`config.mk`:
```
export PLATFORM = sky130hd
export DESIGN_NAME = set_membership_table_top
export DESIGN_NICKNAME = d
export VERILOG_FILES = /design/src/rtl/core/smt_pkg.sv /design/src/rtl/core/set_membership_table_top.sv /design/src/rtl/core/smt_cell.sv
export SDC_FILE = /design/constraint.sdc
export NUM_CORES = 1
export LEC_CHECK = 0
export BUFFER_PORTS_ARGS = -buffer_cell sky130_fd_sc_hd__buf_2
export CAP_MARGIN = 20
export CORE_MARGIN = 2
export CORE_UTILIZATION = 56
export DETAILED_ROUTE_END_ITERATION = 8
export MAX_ROUTING_LAYER = met4
export PLACE_DENSITY = 0.85
export SLEW_MARGIN = 20
export SYNTH_ARGS = -nofsm -noshare
export SYNTH_HDL_FRONTEND = slang
export SYNTH_SLANG_ARGS = --single-unit
export TNS_END_PERCENT = 1
```
`constraint.sdc`:
```
create_clock -name clk -period 4.44 [get_ports clk]
set_clock_uncertainty 0.05 [all_clocks]
set_input_delay 0.222 -clock clk [delete_from_list [all_inputs] [get_ports clk]]
set_output_delay 0.222 -clock clk [all_outputs]
set_load 0.1 [all_outputs]
```
`src/rtl/core/smt_pkg.sv`:
```
// Shared types and codes for the set membership table.
// Used by the slot cell, the top level and the checker; depends on nothing.
package smt_pkg;

  typedef enum logic [1:0] {
    OP_ADD   = 2'd0,
    OP_DEL   = 2'd1,
    OP_QUERY = 2'd2,
    OP_CLEAR = 2'd3
  } op_t;

  typedef enum logic [1:0] {
    ST_DONE   = 2'd0,
    ST_DUP    = 2'd1,
    ST_ABSENT = 2'd2,
    ST_FULL   = 2'd3
  } status_t;

  typedef struct packed {
    logic add_en;
    logic del_en;
    logic clr_all;
  } cell_ctl_t;

endpackage

```
`src/rtl/core/set_membership_table_top.sv`:
```
// Top level of the set membership table: a row of slot cells plus control.
// Depends on smt_pkg and smt_cell.
//
// Usage: drive in_mode and in_value with start high; the command is taken
// at a rising edge where start is high and busy is low. Each command gives
// exactly one result on out_present, out_status and out_count, marked by
// out_strobe for one cycle.
// The accept is registered into busy, and busy is registered into the result
// strobe; the result fields are registered while busy is high.
// No command is accepted while busy is high. In the accept cycle every cell
// compares its slot against in_value and the free-slot priority signal
// ripples along the row; in the following cycle (busy high) the matching
// or lowest free cell is updated and the result is registered.
// The next command may be accepted while the previous result is shown.
// Reset clears every valid bit and the element count; slot
// values are not cleared and are never compared while invalid.
// The receiver cannot stall: each result is valid for exactly one cycle.
module set_membership_table_top #(
  parameter int CAPACITY   = 16,
  parameter int VALUE_BITS = 32
) (
  input  logic        clk,
  input  logic        rst_n,
  input  logic        start,
  output logic        busy,
  input  logic [1:0]  in_mode,
  input  logic signed [31:0] in_value,
  output logic        out_strobe,
  output logic        out_present,
  output logic [1:0]  out_status,
  output logic [4:0]  out_count
);

  localparam int CW    = (VALUE_BITS < 32) ? VALUE_BITS : 32;
  localparam int CNT_W = $clog2(CAPACITY + 1);

  logic [CW-1:0]      value_r;
  smt_pkg::op_t       op_r;
  logic               phase_b_r;
  logic               full_r;
  logic [CNT_W-1:0]   count_r;
  logic [CNT_W-1:0]   count_nxt;
  logic               out_strobe_r;
  logic               out_present_r;
  smt_pkg::status_t   out_status_r;
  logic [4:0]         out_count_r;
  logic               accept;
  logic               hit;
  logic [CAPACITY:0]  free_chain;
  logic [CAPACITY-1:0] match;
  smt_pkg::cell_ctl_t ctl;
  smt_pkg::status_t   status_nxt;
  logic [CNT_W+4:0]   count_ext;

  assign accept        = start & ~phase_b_r;
  assign busy          = phase_b_r;
  assign free_chain[0] = 1'b0;
  assign hit           = |match;

  genvar g;
  generate
    for (g = 0; g < CAPACITY; g++) begin : g_cell
      smt_cell #(.W(CW)) u_cell (
        .clk       (clk),
        .rst_n     (rst_n),
        .ld        (accept),
        .cmp_value (in_value[CW-1:0]),
        .wr_value  (value_r),
        .free_in   (free_chain[g]),
        .free_out  (free_chain[g+1]),
        .ctl       (ctl),
        .match_o   (match[g])
      );
    end
  endgenerate

  always_comb begin
    ctl        = '0;
    status_nxt = smt_pkg::ST_DONE;
    count_nxt  = count_r;
    case (op_r)
      smt_pkg::OP_ADD: begin
        if (hit) begin
          status_nxt = smt_pkg::ST_DUP;
        end else if (full_r) begin
          status_nxt = smt_pkg::ST_FULL;
        end else begin
          ctl.add_en = phase_b_r;
          count_nxt  = count_r + CNT_W'(1);
        end
      end
      smt_pkg::OP_DEL: begin
        if (hit) begin
          ctl.del_en = phase_b_r;
          if (count_r != '0) begin
            count_nxt = count_r - CNT_W'(1);
          end
        end else begin
          status_nxt = smt_pkg::ST_ABSENT;
        end
      end
      smt_pkg::OP_QUERY: begin
      end
      smt_pkg::OP_CLEAR: begin
        ctl.clr_all = phase_b_r;
        count_nxt   = '0;
      end
      default: begin
      end
    endcase
  end

  assign count_ext = (CNT_W + 5)'(count_nxt);

  always_ff @(posedge clk) begin
    if (!rst_n) begin
      phase_b_r    <= 1'b0;
      out_strobe_r <= 1'b0;
      count_r      <= '0;
    end else begin
      phase_b_r    <= accept;
      out_strobe_r <= phase_b_r;
      if (phase_b_r) begin
        count_r <= count_nxt;
      end
    end
  end

  always_ff @(posedge clk) begin
    if (accept) begin
      op_r    <= smt_pkg::op_t'(in_mode);
      value_r <= in_value[CW-1:0];
      full_r  <= ~free_chain[CAPACITY] | (32'(count_r) >= 32'(CAPACITY));
    end
    if (phase_b_r) begin
      out_present_r <= hit & (op_r != smt_pkg::OP_CLEAR);
      out_status_r  <= status_nxt;
      out_count_r   <= count_ext[4:0];
    end
  end

  assign out_strobe  = out_strobe_r;
  assign out_present = out_present_r;
  assign out_status  = out_status_r;
  assign out_count   = out_count_r;

endmodule

```
`src/rtl/core/smt_cell.sv`:
```
// One slot of the set: stored value, valid bit, match and free-slot flags.
// Passes the free-slot priority signal to its neighbor; uses smt_pkg.
module smt_cell #(
  parameter int W = 32
) (
  input  logic                 clk,
  input  logic                 rst_n,
  input  logic                 ld,
  input  logic [W-1:0]         cmp_value,
  input  logic [W-1:0]         wr_value,
  input  logic                 free_in,
  output logic                 free_out,
  input  smt_pkg::cell_ctl_t   ctl,
  output logic                 match_o
);

  logic [W-1:0] value_r;
  logic         valid_r;
  logic         match_r;
  logic         pick_r;

  assign free_out = free_in | ~valid_r;
  assign match_o  = match_r;

  always_ff @(posedge clk) begin
    if (!rst_n) begin
      valid_r <= 1'b0;
    end else if (ctl.clr_all) begin
      valid_r <= 1'b0;
    end else if (ctl.del_en && match_r) begin
      valid_r <= 1'b0;
    end else if (ctl.add_en && pick_r) begin
      valid_r <= 1'b1;
    end
  end

  always_ff @(posedge clk) begin
    if (ctl.add_en && pick_r && !ctl.clr_all) begin
      value_r <= wr_value;
    end
    if (ld) begin
      match_r <= valid_r & (value_r == cmp_value);
      pick_r  <= ~valid_r & ~free_in;
    end
  end

endmodule

```
==> results of run 1 <==
critical path: stages, from the launching register on:
cell and delay, ps:
edfxtp_1 430, nor4_2 480, nand4_2 390, nor3_4 870, and2_2 810
repair_timing:
| item | 4_1_cts | 5_1_grt |
|---|---|---|
| endpoints found under the hold margin | 10 | 0 |
| hold buffers | 4 | 0 |
| setup buffers | 0 | 0 |
| resized for setup | 0 | 0 |
cells by family (layout without fill, tap and decap cells):
family	Yosys count	after routing
buffers and inverters	89	216
other	0	1
AOI/OAI and AO/OA	62	62
muxes	1	1
and+or+nand+nor	270	270
DFF	610	610
adders and majority gates	2	2
xor gates and xnor gates	512	512
flip-flops by register name, summed over array words and instances, names as in the netlist:
name,flops
full_r,1
busy,1
out_status,2
count_r,5
value_r,32
g_cell.u_cell.value_r,512
g_cell.u_cell.valid_r,16
op_r,2
out_strobe,1
g_cell.u_cell.match_o,16
out_count,5
g_cell.u_cell.pick_r,16
out_present,1
power by group through the flow:
stage / logic (W) / clock network [W] / registers, W
floorplan: 0.000351 / 0 / 0.00654
global placement: 0.000629 / 0 / 0.00659
detailed placement: 0.000662 / 0 / 0.00659
CTS: 0.000672 / 0.00492 / 0.00646
global route: 0.000723 / 0.00513 / 0.00645
finish: 0.000720 / 0.00493 / 0.00646
area by class of cell:
type / count / area, um2 / area share [%]
antenna: 1 / 2.50 / 0.00891
clock buffer: 85 / 1610 / 5.74
clock inverter: 22 / 262 / 0.931
inverter: 11 / 41.3 / 0.147
multi-input combinational: 847 / 6600 / 23.5
sequential: 610 / 18100 / 64.4
tap: 592 / 741 / 2.64
timing repair buffer: 98 / 733 / 2.61
cells in the final DEF, fill, tap and decap left out, types with 3 or more instances in the layout:
master	n
dfxtp_1	23
nor2_1	16
and4_1	3
nand3_1	20
bufinv_16	5
buf_8	3
clkbuf_1	20
edfxtp_1	587
xnor2_1	423
nand4_1	109
dlygate4sd3_1	4
nor3b_1	4
buf_2	46
clkinv_2	10
o21a_1	17
nand2_1	15
buf_16	4
xor2_1	89
nor4_1	56
o21ai_0	6
clkbuf_8	8
or3_1	5
inv_1	11
nor4_2	4
and2_2	16
buf_4	41
nor4b_1	3
clkbuf_16	57
nand4b_1	3
a21oi_1	21
nor3_1	7
per-layer routing:
metal  vias to the layer above  routed length, um
li1                       5858                  -
met3                       339              11600
met2                      1328              33500
met4                         0               4940
met1                      7302              24200
met5                         -                  0
worst max path at each step:
| stage | from | to |
|---|---|---|
| finish | g_cell[4].u_cell.match_o | g_cell[15].u_cell.value_r[23] |
| CTS | g_cell[4].u_cell.match_o | g_cell[15].u_cell.value_r[23] |
| global placement | g_cell[14].u_cell.match_o | g_cell[15].u_cell.value_r[23] |
| global route | g_cell[6].u_cell.match_o | g_cell[15].u_cell.value_r[23] |
| floorplan | busy | full_r |
| detailed placement | g_cell[6].u_cell.match_o | g_cell[15].u_cell.value_r[12] |
through the flow:
stage | utilization, % | cells | hold WS (ps) | cell area [um2] | power (W)
floorplan | - | 1546 | 271 | 25100 | 0.00689
global placement | 58.8 | 2147 | 355 | 26000 | 0.00722
detailed placement | 59.0 | 2150 | 353 | 26100 | 0.00725
CTS | 63.3 | 2261 | 55.0 | 28000 | 0.0121
global route | 63.5 | 2265 | 69.5 | 28100 | 0.0123
finish | 63.5 | 2266 | 67.3 | 28100 | 0.0121
==> run_results.csv, run 1 <==
group,metric,value,unit
worst_setup_path,cp_data_arrival_time,3630,ps
worst_setup_path,critPathLaunchType,"flop",
pwr,p_switching,0.00274,W
pwr,cell_internal_pwr,0.00937,W
yosys,synth-compound-area-share,1.59,%
run_status,status,"finished clean",
cells_and_area,fillCellCount,2885,
global_route,track_usage,33.2,%
yosys,ys_seq_elements,610,
yosys,synth_flop_cell,"edfxtp_1",
global_route,grt_use_met3,7.86,%
worst_setup_path,cp.required,4630,ps
timing,period_minus_slack,3440,ps
timing,max-slew-margin-rel,12.3,%
yosys,synthAdderAreaFrac,0.0999,%
placed_design,portBuffers,46,
yosys,synthCells,1546,
pwr,combPwrFrac,5.9,%
yosys,synth.most_common_cell,"edfxtp_1",
global_route,use_met2,49.5,%
clock_tree,clock_path_buffers,3,
timing,finalSetupTns,0,ps
route,vias_per_cell,6.54,
timing,hold_viol_final,0,
route,first_pass_iters,6,
worst_setup_path,path_max_fanout,33,
yosys,synth_top_family_by_area,"XOR/XNOR gates",
clock_tree,cts_tree,"yes",
route,vias,14800,
die,io_pins,47,
pwr,p_clk_share,40.7,%
yosys,yosysSeqAreaShare,72.2,%
cells_and_area,syn2layout_area_growth,12.0,%
flow_run,drv_cap,0,
worst_setup_path,worstReg2RegStart,"g_cell[4].u_cell.match_o",
timing,max_freq,0.291,GHz
yosys,avgSynthCellArea,16.2,um2
clock_tree,insertion_delay,640,ps
global_route,overflow,0,
global_route,top_usage_layer,"met2",
yosys,synth_warnings,0,
route,drcViolationCount,0,
worst_setup_path,regToRegSetupSlack,1000,ps
hold_path,hp-start,"start",
yosys,syn_nets,1585,
yosys,ys_top_cells_by_area,"edfxtp_1 70%, xnor2_1 15%, xor2_1 3.1%",
global_route,use_met1,42.1,%
die,start_util,56.7,%
worst_setup_path,endpoint_kind,"flop",
timing,slew_violations,0,
yosys,synth_commonest_cells,"587 x edfxtp_1, 423 x xnor2_1, 109 x nand4_1, 89 x xor2_1, 56 x nor4_1",
global_route,grt_first_pass_wirelength,104,mm
yosys,synth_top_area_share,70.3,%
die,row_count,77,
route,antenna_left,0,
timing,layout_setup_ws,1000,ps
hold_path,whs_endpoint,"value_r[17]",
worst_setup_path,critPathKind,"flop to flop",
cells_and_area,final_nets,1664,
global_route,grt_pass1_vias,14500,
timing,period_share,77.4,%
die,core-area,44200,um2
pwr,swShare,22.6,%
yosys,synth.area.mux_share,0.0449,%
yosys,synth-async-reset-ratio,0,%
yosys,synthesis.area,25100,um2
yosys,synth_top_area_cell,"edfxtp_1",
route,dr.first_iter.drc_count,3062,
route,post_drt_wl_per_cell,32.8,um
timing,worst_pin_slew,1310,ps
pwr,p_leak,8.65,nW
clock_tree,clkTransAtPathRegs,70,ps
yosys,yosys.area_share.simple,6.60,%
global_route,grt_start_max_net_pins,39,
worst_setup_path,worstReg2RegEnd,"g_cell[15].u_cell.value_r[23]",
die,die_h,216,um
timing,rsz0062_at_grt,"no",
pwr,vdd_drop_max,0.000342,V
clock_tree,cts_num_sinks,610,
clock_tree,htreeDepth,2,
die,fp.dieArea,46500,um2
cells_and_area,post_route_cells_drive_above_1_share,12.2,%
clock_tree,cts_root_buf,"clkbuf_16",
timing,setup_violations,0,
die,fp.dieW,216,um
yosys,synth_edf_count,587,
placed_design,post-place-ws,1070,ps
worst_setup_path,r2r_cells,4,
hold_path,holdPathStages,2,
yosys,synth_xor_area_share,17.9,%
route,routed_wl,74.3,mm
pwr,p_seq_share,53.3,%
hold_path,hold_class,"primary input to flop",
global_route,antenna_found_initial,3,
placed_design,dpl.hpwl,42.1,mm
placed_design,place.gp.congestion,0.917,
clock_tree,numCtsBuffers,57,
pwr,power_density,431,nW/um2
yosys,synth_cell_type_count,46,
No activity file was read; power rests on OpenSTA's default activity.
==> run 2: changes to the inputs <==
Clock period 4.44 ns to 3.13 ns, I/O delays scaled along.
==> run 2 against run 1 <==
  * Hold slack lost 29 ps
  * Global-route usage grew 0.13 points
  * Clock power grew 45%
  * Die area is the same
==> run_results.csv, run 2 (synthesized netlist as in run 1, its figures left out) <==
group,metric,value,unit
global_route,top_usage_layer,"met2",
cells_and_area,multi_input_area,6600,um2
hold_path,hold_class,"primary input to flop",
route,post_drt_wl_per_cell,31.9,um
clock_tree,post_cts_resized,0,
die,fp.dieW,216,um
hold_path,hp-start,"in_value[28]",
route,antenna_left,0,
worst_setup_path,path_delay_family,"simple AND/OR/NAND/NOR gates",
worst_setup_path,worstReg2RegStart,"g_cell[0].u_cell.match_o",
worst_setup_path,worstReg2RegEnd,"out_count[2]",
worst_setup_path,critical_path_buf_inv_count,3,
global_route,grt_use_met3,7.48,%
route,routed_wl,74.7,mm
clock_tree,cts_root_buf,"clkbuf_16",
die,core-area,44200,um2
global_route,track_usage,33.3,%
hold_path,holdPathStages,1,
global_route,use_met2,49.8,%
global_route,antenna_found_initial,3,
global_route,grt_pass1_vias,14800,
clock_tree,numCtsBuffers,58,
flow_run,drv_cap,0,
cells_and_area,register_area,18100,um2
run_status,status,"finished clean",
hold_path,whs_endpoint,"value_r[28]",
worst_setup_path,cp.required,3370,ps
timing,max_freq,0.372,GHz
worst_setup_path,cp_data_arrival_time,2920,ps
cells_and_area,largest_register_ffs,512,
worst_setup_path,endpoint_kind,"flop",
placed_design,portBuffers,46,
placed_design,dpl.hpwl,43.3,mm
clock_tree,clock_path_buffers,3,
die,io_pins,47,
timing,period_share,85.8,%
global_route,grt_start_max_net_pins,34,
route,drcViolationCount,0,
route,first_pass_iters,5,
route,dr.first_iter.drc_count,2914,
route,vias,15100,
cells_and_area,reg.largest.list,"g_cell.u_cell.value_r (512), value_r (32)",
worst_setup_path,regToRegSetupSlack,560,ps
cells_and_area,fillCellCount,2793,
pwr,p_leak,9.09,nW
timing,max-slew-margin-rel,13.6,%
clock_tree,htreeDepth,2,
worst_setup_path,critPathLaunchType,"primary input",
timing,rsz0062_at_grt,"no",
timing,slew_violations,0,
global_route,grt_first_pass_wirelength,105,mm
route,vias_per_cell,6.43,
worst_setup_path,crit_slowest_cell,"nor4_1",
cells_and_area,final_util,65.5,%
clock_tree,insertion_delay,660,ps
global_route,use_met1,42.1,%
timing,period_minus_slack,2690,ps
cells_and_area,syn2layout_area_growth,15.7,%
pwr,p_total,0.0174,W
die,row_count,77,
die,die_h,216,um
timing,finalSetupTns,0,ps
cells_and_area,post_route_cells_drive_above_1_share,15.3,%
worst_setup_path,path_cells,"dlygate4sd3_1, buf_2, buf_4, xnor2_1, nand4_1, nor4_1, nand4_1, nor4_1",
pwr,vdd_drop_max,0.000538,V
timing,hold_viol_final,0,
clock_tree,clkTransAtPathRegs,60,ps
worst_setup_path,r2r_cells,5,
die,fp.dieArea,46500,um2
die,start_util,56.7,%
timing,setup_violations,0,
worst_setup_path,path_max_fanout,6,
placed_design,place.gp.congestion,0.909,
cells_and_area,final_cell_mix,"587 x edfxtp_1, 423 x xnor2_1, 109 x nand4_1",
cells_and_area,regMostFlops,"g_cell.u_cell.value_r",
worst_setup_path,critPathKind,"primary input to flop",
clock_tree,cts_num_sinks,610,
cells_and_area,final_nets,1738,
pwr,power_density,599,nW/um2
clock_tree,cts_tree,"yes",
timing,hold_ws,38.6,ps
timing,worst_pin_slew,1300,ps
worst_setup_path,max_stage_delay,820,ps
cells_and_area,final_common_cell,"edfxtp_1",
global_route,overflow,0,
## run 2: changes by cell type in the layout (fill, tap and decap cells not counted), sizes merged
cell	delta
inv	-2
diode	+2
dlygate4sd3	+12
bufinv	-1
clkbuf	+3
clkinv	+3
buf	+61
## run 2: layout make-up
class	instances	area share, %
Clock inverter	22	0.911
Clock buffer	88	5.85
Tap cell	592	2.56
Inverter	11	0.142
Antenna cell	3	0.0259
Timing Repair Buffer	171	5.34
Sequential cell	610	62.4
Multi-Input combinational cell	847	22.8
## run 2: worst max-delay path by stage
stage / end / start / cells past startpoint
floorplan: g_cell[0].u_cell.value_r[0] / busy / 5
global placement: out_count[2] / g_cell[14].u_cell.match_o / 5
detailed placement: g_cell[6].u_cell.match_o / in_value[31] / 6
CTS: out_count[2] / g_cell[4].u_cell.match_o / 5
global route: g_cell[14].u_cell.match_o / in_value[14] / 8
finish: g_cell[14].u_cell.match_o / in_value[14] / 8
## run 2: routing by layer
layer | up-vias | part of all wire (%)
li1 | 6005 | -
met4 | 0 | 6.2
met2 | 1331 | 46
met1 | 7478 | 33
met5 | - | 0
met3 | 265 | 14
## run 2: metrics by stage
step           instances  cell area (um2)  worst slack (ps)
3_5_place_dp        2210            26800               579
2_1_floorplan       1546            25100              -120
4_1_cts             2336            28900               621
6_report            2344            29000               444
3_3_place_gp        2210            26800               678
5_1_grt             2342            29000               437
## run 2: power breakdown
group	switching [W]	internal (W)
Combinational	0.000676	0.000348
Clock	0.00308	0.00408
Sequential	0.000182	0.00901
Total	0.00394	0.0134
## run 2: repair_timing
| action | CTS | global route |
|---|---|---|
| hold buffers | 16 | 0 |
| setup buffers | 0 | 0 |
| endpoints found under the hold margin | 30 | 0 |
